===== src/rtl/md5_pkg.sv =====
// Shared types, constants and round tables for the md5 hash engine.
`default_nettype none

package md5_pkg;

    localparam logic [3:0][31:0] MD5_IV = {
        32'h10325476, 32'h98badcfe, 32'hefcdab89, 32'h67452301
    };

    localparam logic [7:0] PAD_BYTE = 8'h80;
    localparam logic [5:0] LEN_POS  = 6'd56;
    localparam logic [5:0] LAST_POS = 6'd63;

    localparam logic OP_ABSORB = 1'b0;
    localparam logic OP_FINISH = 1'b1;

    typedef struct packed {
        logic       we;
        logic [3:0] addr;
        logic [1:0] lane;
        logic [7:0] data;
    } t_mem_wr;

    function automatic logic [31:0] md5_k(input logic [5:0] r);
        logic [31:0] k;
        case (r)
            6'd0:  k = 32'hd76aa478;  6'd1:  k = 32'he8c7b756;
            6'd2:  k = 32'h242070db;  6'd3:  k = 32'hc1bdceee;
            6'd4:  k = 32'hf57c0faf;  6'd5:  k = 32'h4787c62a;
            6'd6:  k = 32'ha8304613;  6'd7:  k = 32'hfd469501;
            6'd8:  k = 32'h698098d8;  6'd9:  k = 32'h8b44f7af;
            6'd10: k = 32'hffff5bb1;  6'd11: k = 32'h895cd7be;
            6'd12: k = 32'h6b901122;  6'd13: k = 32'hfd987193;
            6'd14: k = 32'ha679438e;  6'd15: k = 32'h49b40821;
            6'd16: k = 32'hf61e2562;  6'd17: k = 32'hc040b340;
            6'd18: k = 32'h265e5a51;  6'd19: k = 32'he9b6c7aa;
            6'd20: k = 32'hd62f105d;  6'd21: k = 32'h02441453;
            6'd22: k = 32'hd8a1e681;  6'd23: k = 32'he7d3fbc8;
            6'd24: k = 32'h21e1cde6;  6'd25: k = 32'hc33707d6;
            6'd26: k = 32'hf4d50d87;  6'd27: k = 32'h455a14ed;
            6'd28: k = 32'ha9e3e905;  6'd29: k = 32'hfcefa3f8;
            6'd30: k = 32'h676f02d9;  6'd31: k = 32'h8d2a4c8a;
            6'd32: k = 32'hfffa3942;  6'd33: k = 32'h8771f681;
            6'd34: k = 32'h6d9d6122;  6'd35: k = 32'hfde5380c;
            6'd36: k = 32'ha4beea44;  6'd37: k = 32'h4bdecfa9;
            6'd38: k = 32'hf6bb4b60;  6'd39: k = 32'hbebfbc70;
            6'd40: k = 32'h289b7ec6;  6'd41: k = 32'heaa127fa;
            6'd42: k = 32'hd4ef3085;  6'd43: k = 32'h04881d05;
            6'd44: k = 32'hd9d4d039;  6'd45: k = 32'he6db99e5;
            6'd46: k = 32'h1fa27cf8;  6'd47: k = 32'hc4ac5665;
            6'd48: k = 32'hf4292244;  6'd49: k = 32'h432aff97;
            6'd50: k = 32'hab9423a7;  6'd51: k = 32'hfc93a039;
            6'd52: k = 32'h655b59c3;  6'd53: k = 32'h8f0ccc92;
            6'd54: k = 32'hffeff47d;  6'd55: k = 32'h85845dd1;
            6'd56: k = 32'h6fa87e4f;  6'd57: k = 32'hfe2ce6e0;
            6'd58: k = 32'ha3014314;  6'd59: k = 32'h4e0811a1;
            6'd60: k = 32'hf7537e82;  6'd61: k = 32'hbd3af235;
            6'd62: k = 32'h2ad7d2bb;  6'd63: k = 32'heb86d391;
            default: k = '0;
        endcase
        return k;
    endfunction

    function automatic logic [4:0] md5_s(input logic [5:0] r);
        logic [4:0] s;
        case ({r[5:4], r[1:0]})
            4'h0: s = 5'd7;   4'h1: s = 5'd12;  4'h2: s = 5'd17;  4'h3: s = 5'd22;
            4'h4: s = 5'd5;   4'h5: s = 5'd9;   4'h6: s = 5'd14;  4'h7: s = 5'd20;
            4'h8: s = 5'd4;   4'h9: s = 5'd11;  4'ha: s = 5'd16;  4'hb: s = 5'd23;
            4'hc: s = 5'd6;   4'hd: s = 5'd10;  4'he: s = 5'd15;  4'hf: s = 5'd21;
            default: s = 5'd7;
        endcase
        return s;
    endfunction

    // message word index used by each round
    function automatic logic [3:0] md5_g(input logic [5:0] r);
        logic [3:0] v;
        logic [3:0] g;
        v = r[3:0];
        case (r[5:4])
            2'd0:    g = v;
            2'd1:    g = v * 4'd5 + 4'd1;
            2'd2:    g = v * 4'd3 + 4'd5;
            2'd3:    g = v * 4'd7;
            default: g = v;
        endcase
        return g;
    endfunction

endpackage

`default_nettype wire


===== src/rtl/md5_blk_mem.sv =====
// Block buffer: 16 words of 32 bits, byte-lane write, registered word read.
`default_nettype none

module md5_blk_mem
    import md5_pkg::*;
(
    input  wire logic        i_clk,
    input  wire t_mem_wr     i_wr,
    input  wire logic [3:0]  i_raddr,
    output logic      [31:0] o_rdata
);

    logic [31:0] r_mem [16];
    logic [31:0] r_rdata;

    always_ff @(posedge i_clk) begin
        if (i_wr.we) begin
            r_mem[i_wr.addr][{i_wr.lane, 3'b000} +: 8] <= i_wr.data;
        end
        r_rdata <= r_mem[i_raddr];
    end

    assign o_rdata = r_rdata;

endmodule

`default_nettype wire


===== src/rtl/md5_round.sv =====
// One MD5 round step: produces the new b word from a, b, c, d and the message word.
`default_nettype none

module md5_round
    import md5_pkg::*;
(
    input  wire logic [5:0]  i_round,
    input  wire logic [31:0] i_a,
    input  wire logic [31:0] i_b,
    input  wire logic [31:0] i_c,
    input  wire logic [31:0] i_d,
    input  wire logic [31:0] i_w,
    output logic      [31:0] o_b
);

    logic [31:0] f;
    logic [31:0] sum;
    logic [63:0] dbl;

    always_comb begin
        case (i_round[5:4])
            2'd0:    f = (i_b & i_c) | (~i_b & i_d);
            2'd1:    f = (i_d & i_b) | (~i_d & i_c);
            2'd2:    f = i_b ^ i_c ^ i_d;
            2'd3:    f = i_c ^ (i_b | ~i_d);
            default: f = '0;
        endcase
        sum = i_a + f + md5_k(i_round) + i_w;
        dbl = {sum, sum} << md5_s(i_round);
        o_b = i_b + dbl[63:32];
    end

endmodule

`default_nettype wire


===== src/rtl/md5_hash_engine.sv =====
// Streaming MD5 hasher top level: byte intake, padding sequencer and digest output.
//
// Input channel (i_valid / o_stall): an item is taken when i_valid is high and
// o_stall low. Op absorb carries one message byte; op finish closes the message.
// Output channel (o_valid / i_stall): four items per finish, h0..h3 with
// o_word_index 0..3, o_last_word set on h3. Payload holds while i_stall is high.
// An absorb is taken while the block is idle; the byte that fills a 64-byte
// block makes it busy for word prefetch, 64 rounds through the single round
// unit and chain add. A finish at fill count f pushes one pad byte per cycle,
// (64 - f) bytes if f < 56 else (128 - f), each full block compressed as above,
// then shows the four digest words, one per cycle when not stalled. Throughput
// is bounded by the round unit and the one write port of the block buffer.
// o_stall is high whenever the block is not idle.
// Reset (synchronous, active low) loads the initial chain value and clears the
// fill and byte counts; a message in progress is dropped.
`default_nettype none

module md5_hash_engine
    import md5_pkg::*;
(
    input  wire logic        i_clk,
    input  wire logic        i_rst_n,
    input  wire logic        i_valid,
    output logic             o_stall,
    input  wire logic        i_op,
    input  wire logic [7:0]  i_data_byte,
    output logic             o_valid,
    input  wire logic        i_stall,
    output logic      [31:0] o_digest_word,
    output logic      [1:0]  o_word_index,
    output logic             o_last_word
);

    localparam logic [2:0] S_IDLE  = 3'd0;
    localparam logic [2:0] S_PAD   = 3'd1;
    localparam logic [2:0] S_PREF  = 3'd2;
    localparam logic [2:0] S_ROUND = 3'd3;
    localparam logic [2:0] S_ADD   = 3'd4;
    localparam logic [2:0] S_OUT   = 3'd5;

    logic [2:0]        r_state, n_state;
    logic [5:0]        r_fill, n_fill;
    logic [63:0]       r_msg, n_msg;
    logic              r_fin, n_fin;
    logic              r_first, n_first;
    logic              r_lenph, n_lenph;
    logic [5:0]        r_round, n_round;
    logic [1:0]        r_word, n_word;
    logic [3:0][31:0]  r_h, n_h;
    logic [31:0]       r_a, r_b, r_c, r_d;
    logic [31:0]       n_a, n_b, n_c, n_d;

    t_mem_wr           mem_wr;
    logic [3:0]        raddr;
    logic [31:0]       rdata;
    logic [31:0]       round_b;
    logic [63:0]       bit_len;
    logic              push;

    md5_blk_mem u_mem (
        .i_clk   (i_clk),
        .i_wr    (mem_wr),
        .i_raddr (raddr),
        .o_rdata (rdata)
    );

    md5_round u_round (
        .i_round (r_round),
        .i_a     (r_a),
        .i_b     (r_b),
        .i_c     (r_c),
        .i_d     (r_d),
        .i_w     (rdata),
        .o_b     (round_b)
    );

    assign bit_len = {r_msg[60:0], 3'b000};
    assign raddr   = (r_state == S_PREF) ? md5_g(6'd0) : md5_g(r_round + 6'd1);

    always_comb begin
        n_state = r_state;
        n_fill  = r_fill;
        n_msg   = r_msg;
        n_fin   = r_fin;
        n_first = r_first;
        n_lenph = r_lenph;
        n_round = r_round;
        n_word  = r_word;
        n_h     = r_h;
        n_a     = r_a;
        n_b     = r_b;
        n_c     = r_c;
        n_d     = r_d;
        push    = 1'b0;
        mem_wr.we   = 1'b0;
        mem_wr.addr = r_fill[5:2];
        mem_wr.lane = r_fill[1:0];
        mem_wr.data = i_data_byte;

        case (r_state)
            S_IDLE: begin
                if (i_valid) begin
                    if (i_op == OP_FINISH) begin
                        n_fin   = 1'b1;
                        n_first = 1'b1;
                        n_lenph = 1'b0;
                        n_state = S_PAD;
                    end else begin
                        push  = 1'b1;
                        n_msg = r_msg + 64'd1;
                    end
                end
            end
            S_PAD: begin
                push    = 1'b1;
                n_first = 1'b0;
                if (r_first) begin
                    mem_wr.data = PAD_BYTE;
                end else if (r_lenph || r_fill == LEN_POS) begin
                    n_lenph     = 1'b1;
                    mem_wr.data = bit_len[{r_fill[2:0], 3'b000} +: 8];
                end else begin
                    mem_wr.data = 8'h00;
                end
            end
            S_PREF: begin
                n_a     = r_h[0];
                n_b     = r_h[1];
                n_c     = r_h[2];
                n_d     = r_h[3];
                n_round = '0;
                n_state = S_ROUND;
            end
            S_ROUND: begin
                n_a     = r_d;
                n_b     = round_b;
                n_c     = r_b;
                n_d     = r_c;
                n_round = r_round + 6'd1;
                if (r_round == LAST_POS) begin
                    n_state = S_ADD;
                end
            end
            S_ADD: begin
                n_h[0] = r_h[0] + r_a;
                n_h[1] = r_h[1] + r_b;
                n_h[2] = r_h[2] + r_c;
                n_h[3] = r_h[3] + r_d;
                n_word = '0;
                if (!r_fin) begin
                    n_state = S_IDLE;
                end else if (r_lenph) begin
                    n_state = S_OUT;
                end else begin
                    n_state = S_PAD;
                end
            end
            S_OUT: begin
                if (!i_stall) begin
                    if (r_word == 2'd3) begin
                        n_h     = MD5_IV;
                        n_msg   = '0;
                        n_fin   = 1'b0;
                        n_lenph = 1'b0;
                        n_state = S_IDLE;
                    end else begin
                        n_word = r_word + 2'd1;
                    end
                end
            end
            default: begin
                n_state = S_IDLE;
            end
        endcase

        if (push) begin
            mem_wr.we = 1'b1;
            n_fill    = r_fill + 6'd1;
            if (r_fill == LAST_POS) begin
                n_state = S_PREF;
            end
        end
    end

    always_ff @(posedge i_clk) begin
        if (!i_rst_n) begin
            r_state <= S_IDLE;
            r_fill  <= '0;
            r_msg   <= '0;
            r_fin   <= 1'b0;
            r_first <= 1'b0;
            r_lenph <= 1'b0;
            r_round <= '0;
            r_word  <= '0;
            r_h     <= MD5_IV;
        end else begin
            r_state <= n_state;
            r_fill  <= n_fill;
            r_msg   <= n_msg;
            r_fin   <= n_fin;
            r_first <= n_first;
            r_lenph <= n_lenph;
            r_round <= n_round;
            r_word  <= n_word;
            r_h     <= n_h;
        end
    end

    always_ff @(posedge i_clk) begin
        r_a <= n_a;
        r_b <= n_b;
        r_c <= n_c;
        r_d <= n_d;
    end

    assign o_stall       = (r_state != S_IDLE);
    assign o_valid       = (r_state == S_OUT);
    assign o_digest_word = r_h[r_word];
    assign o_word_index  = r_word;
    assign o_last_word   = (r_word == 2'd3);

endmodule

`default_nettype wire


===== config.mk =====
export PLATFORM = sky130hd
export DESIGN_NAME = md5_hash_engine
export DESIGN_NICKNAME = d
export VERILOG_FILES = /design/src/rtl/md5_pkg.sv /design/src/rtl/md5_blk_mem.sv /design/src/rtl/md5_round.sv /design/src/rtl/md5_hash_engine.sv
export SDC_FILE = /design/constraint.sdc
export NUM_CORES = 2
export LEC_CHECK = 0
export BUFFER_PORTS_ARGS = -buffer_cell sky130_fd_sc_hd__buf_2
export CAP_MARGIN = 10
export CELL_PAD_IN_SITES_DETAIL_PLACEMENT = 1
export CELL_PAD_IN_SITES_GLOBAL_PLACEMENT = 1
export CORE_MARGIN = 8
export CORE_UTILIZATION = 35
export DETAILED_ROUTE_END_ITERATION = 7
export PLACE_DENSITY = 0.58
export SYNTH_ARGS = -nofsm -noshare
export SYNTH_HDL_FRONTEND = slang
export SYNTH_SLANG_ARGS = --single-unit

===== constraint.sdc =====
create_clock -name i_clk -period 16.9 [get_ports i_clk]
set_clock_uncertainty 0.2 [all_clocks]
set_input_delay 2.535 -clock i_clk [delete_from_list [all_inputs] [get_ports i_clk]]
set_output_delay 2.535 -clock i_clk [all_outputs]
set_load 0.02 [all_outputs]

==> results_dict.tcl <==
set metrics [dict create \
    grt_pass1_wl_um 292000 \
    critPathSlowestCell "dfxtp_2" \
    finalCritPeriodShare 0.570 \
    syn-num-nets 5774 \
    min_period_ns 9.63 \
    ys_ff_latch 918 \
    vias_per_cell 5.80 \
    nNetsFinal 5663 \
    dpl.hpwl_um 138000 \
    grt_pass1_vias 44000 \
    drt_iter0_markers 3317 \
    async_reset_ff_frac 0 \
    synth_area_leaders "edfxtp_1, dfxtp_1, ha_1" \
    path_class "reg -> reg" \
    start_kind "flop" \
    via_count 43600 \
    setup_viol 0 \
    grt_max_degree 129 \
    synth_edf_count 640 \
    seq_area_frac_synth 0.453 \
    seqPwrFrac 0.503 \
    ys.warnings.count 0 \
    p_sw_w 0.00107 \
    rows 145 \
    post_drt_wl_per_cell_um 26.2 \
    ctsResizeCount 0 \
    power.internal_w 0.00372 \
    io_pins 50 \
    wirelength_um 197000 \
    syn_area_mm2 0.0547 \
    n_fill_cell 17300 \
    port_buffers 49 \
    die_width_um 411 \
    dieArea_mm2 0.169 \
    netlist_instances 5476 \
    slew_viol_final 0 \
    clock-root-buffer "clkbuf_16" \
    clock.fmax_ghz 0.104 \
    path_buf_inv 3 \
    clock_sinks 918 \
    postCtsHoldBufs 0 \
    path_max_fanout 36 \
    clockBufferDepth 3 \
    drive_gt1_frac 0.0976 \
    critical_path.max_stage_delay_ns 0.77 \
    end_kind "flop" \
    peakVddDrop_mv 0.0843 \
    setup_tns_ns 0 \
    grt_antenna_before_repair 3 \
    hold_viol_final 0 \
    tightestPinTransition_ns 1.23 \
    design.core.area_mm2 0.156 \
    die_h_um 411 \
    multiInputGateArea_mm2 0.0278 \
    syn_avg_cell_area_um2 9.99 \
    ant_nets 0 \
    insertion_delay_ns 0.76 \
    crit_family "compound AO/OA/AOI/OAI gates" \
    required_ns 17.14 \
    layout-area-overhead-vs-synth_pct 10.2 \
    leakage_nw 21.8 \
    clk_pin_slew_ns 0.06 \
    gp_congestion 0.926 \
    cts_tree "done" \
    outcome "finished, final reports clean" \
    power_frac_clock 0.478 \
    yosysTopAreaCell "edfxtp_1" \
    synth_top_area_share 0.351 \
    cap_violations 0 \
    initial_utilization 0.351 \
    dr.pass1.iters 5 \
    cp_data_arrival_time_ns 9.87 \
    seqCellArea_mm2 0.0248 \
    gr-total-overflow 0 \
    cts_buffers 106 \
    drc_errors 0 \
    dp_slack_ns 7.44 \
    postCtsSetupRepairBufs 0 \
    p_comb_frac 0.019 \
    rsz0062_at_grt "false" \
    hold_path.class "reg -> reg" \
    track_usage 0.225 \
    setup_ws_ns 7.27 \
    cts_max_level 3 \
    yosys.cell_types.count 94 \
    slew_headroom 0.174 \
    synthFlopType "edfxtp_1" \
    power.density_mw_per_mm2 79.3 \
    switching_share 0.223 \
]
==> synthesized netlist by cell type, types with 30 or more instances <==
cell,n
a211oi_1,139
a21o_1,66
a21oi_1,406
a22oi_1,47
a311oi_1,71
a31oi_1,41
and2_1,64
and3_1,31
buf_1,39
clkbuf_1,280
dfxtp_1,278
edfxtp_1,640
fa_1,67
ha_1,218
inv_1,198
mux2_2,120
mux2i_1,133
mux4_2,55
nand2_1,503
nand2b_1,30
nand3_1,108
nor2_1,402
nor2b_1,75
nor3_1,63
o211ai_1,138
o21a_1,31
o21ai_0,457
o22ai_1,63
or2_2,35
or3_1,96
xnor2_1,169
xor2_1,96
==> state kept, by name, indices dropped and copies added (netlist names), named ones only <==
name and flops:
u_mem.r_mem 512, r_msg 61, r_d 32, r_b 32
r_lenph 1, r_state 3, o_word_index 2, r_h 128
r_fin 1, r_fill 6, r_round 6, r_a 32
r_first 1, r_c 32, u_mem.o_rdata 32
==> logic make-up (layout without fill, tap and decap cells) <==
logic type	count (synthesis)	count (layout)	synth area share
buf+inv	554	529	0.0407
mux	310	310	0.0724
xor+xnor	265	265	0.0424
fa+ha+maj	286	286	0.0745
compound gates	1650	1650	0.191
simple gates	1493	1493	0.127
other cells	0	6	0
flops	918	918	0.453
==> worst min-delay path: stages, from the launching register on <==
cell and delay, ns:
dfxtp_1 0.34, inv_1 0.06, a21oi_1 0.05
==> per-stage QoR <==
step / instance area (µm²) / instances / power (W) / util / hold WS, ns
6_report: 60300 / 7515 / 0.00478 / 0.387 / 0.293
3_5_place_dp: 56900 / 7314 / 0.00255 / 0.365 / 0.286
4_1_cts: 60300 / 7508 / 0.00483 / 0.387 / 0.295
3_3_place_gp: 56900 / 7314 / 0.00255 / 0.365 / 0.273
2_1_floorplan: 54700 / 5476 / 0.00250 / - / 0.241
5_1_grt: 60300 / 7509 / 0.00492 / 0.387 / 0.307
==> path summary, 6_finish.rpt <==
kind | depth (start not counted) | slack [ns] | end | from
max | 32 | 7.27 | r_b[31]$_DFFE_PN_ | r_round[5]$_SDFFE_PN0N_
min | 2 | 0.29 | r_h[95]$_SDFFE_PN1P_ | r_h[95]$_SDFFE_PN1P_
max reg2reg | 32 | 7.27 | r_b[31]$_DFFE_PN_ | r_round[5]$_SDFFE_PN0N_
min reg2reg | 2 | 0.29 | r_h[95]$_SDFFE_PN1P_ | r_h[95]$_SDFFE_PN1P_
==> final cells by class <==
cell class,count,share of cell area
Antenna cell,6,0.000249
Clock buffer,150,0.0486
Clock inverter,44,0.00795
Inverter,204,0.0128
Multi-Input combinational cell,4004,0.462
Sequential cell,918,0.411
Tap cell,2058,0.0427
Timing Repair Buffer,131,0.0147
==> power by group through the flow <==
stage	clock network, W	registers (W)	logic, W
global route	0.00241	0.00241	0.0000989
floorplan	0	0.00245	0.0000485
finish	0.00228	0.00241	0.0000915
global placement	0	0.00245	0.0000920
detailed placement	0	0.00246	0.0000931
CTS	0.00233	0.00241	0.0000934
==> cells in the final DEF (no fill, tap or decap), types with 27 or more instances in the layout <==
master / synthesis / layout
o21bai_1: 27 / 27
o22ai_1: 63 / 63
a21o_1: 66 / 65
ha_1: 218 / 218
mux2i_1: 133 / 133
and3_1: 31 / 31
a22oi_1: 47 / 47
nand2_1: 503 / 497
buf_2: 16 / 48
a31oi_1: 41 / 41
clkbuf_1: 280 / 36
a211oi_1: 139 / 139
mux4_2: 55 / 55
nor2b_1: 75 / 74
dfxtp_1: 278 / 274
mux2_2: 120 / 120
nand4_1: 28 / 28
inv_1: 198 / 197
clkbuf_16: 0 / 109
a21oi_1: 406 / 404
or2_2: 35 / 35
nor2_1: 402 / 399
and2_1: 64 / 64
edfxtp_1: 640 / 640
xnor2_1: 169 / 168
a311oi_1: 71 / 71
buf_4: 0 / 81
fa_1: 67 / 67
or3_1: 96 / 96
o21a_1: 31 / 31
nand3_1: 108 / 107
nor3_1: 63 / 63
o211ai_1: 138 / 138
o21ai_0: 457 / 457
xor2_1: 96 / 95
nand2b_1: 30 / 30
==> per-layer routing <==
metal	global-route usage	vias to the layer above	routed length [µm]
met5	0	-	0
met4	0.0624	0	5670
met3	0.0267	262	7860
met2	0.385	977	95500
met1	0.300	22300	87600
li1	-	20100	-
Note: power is estimated with default switching activity, not from simulation.
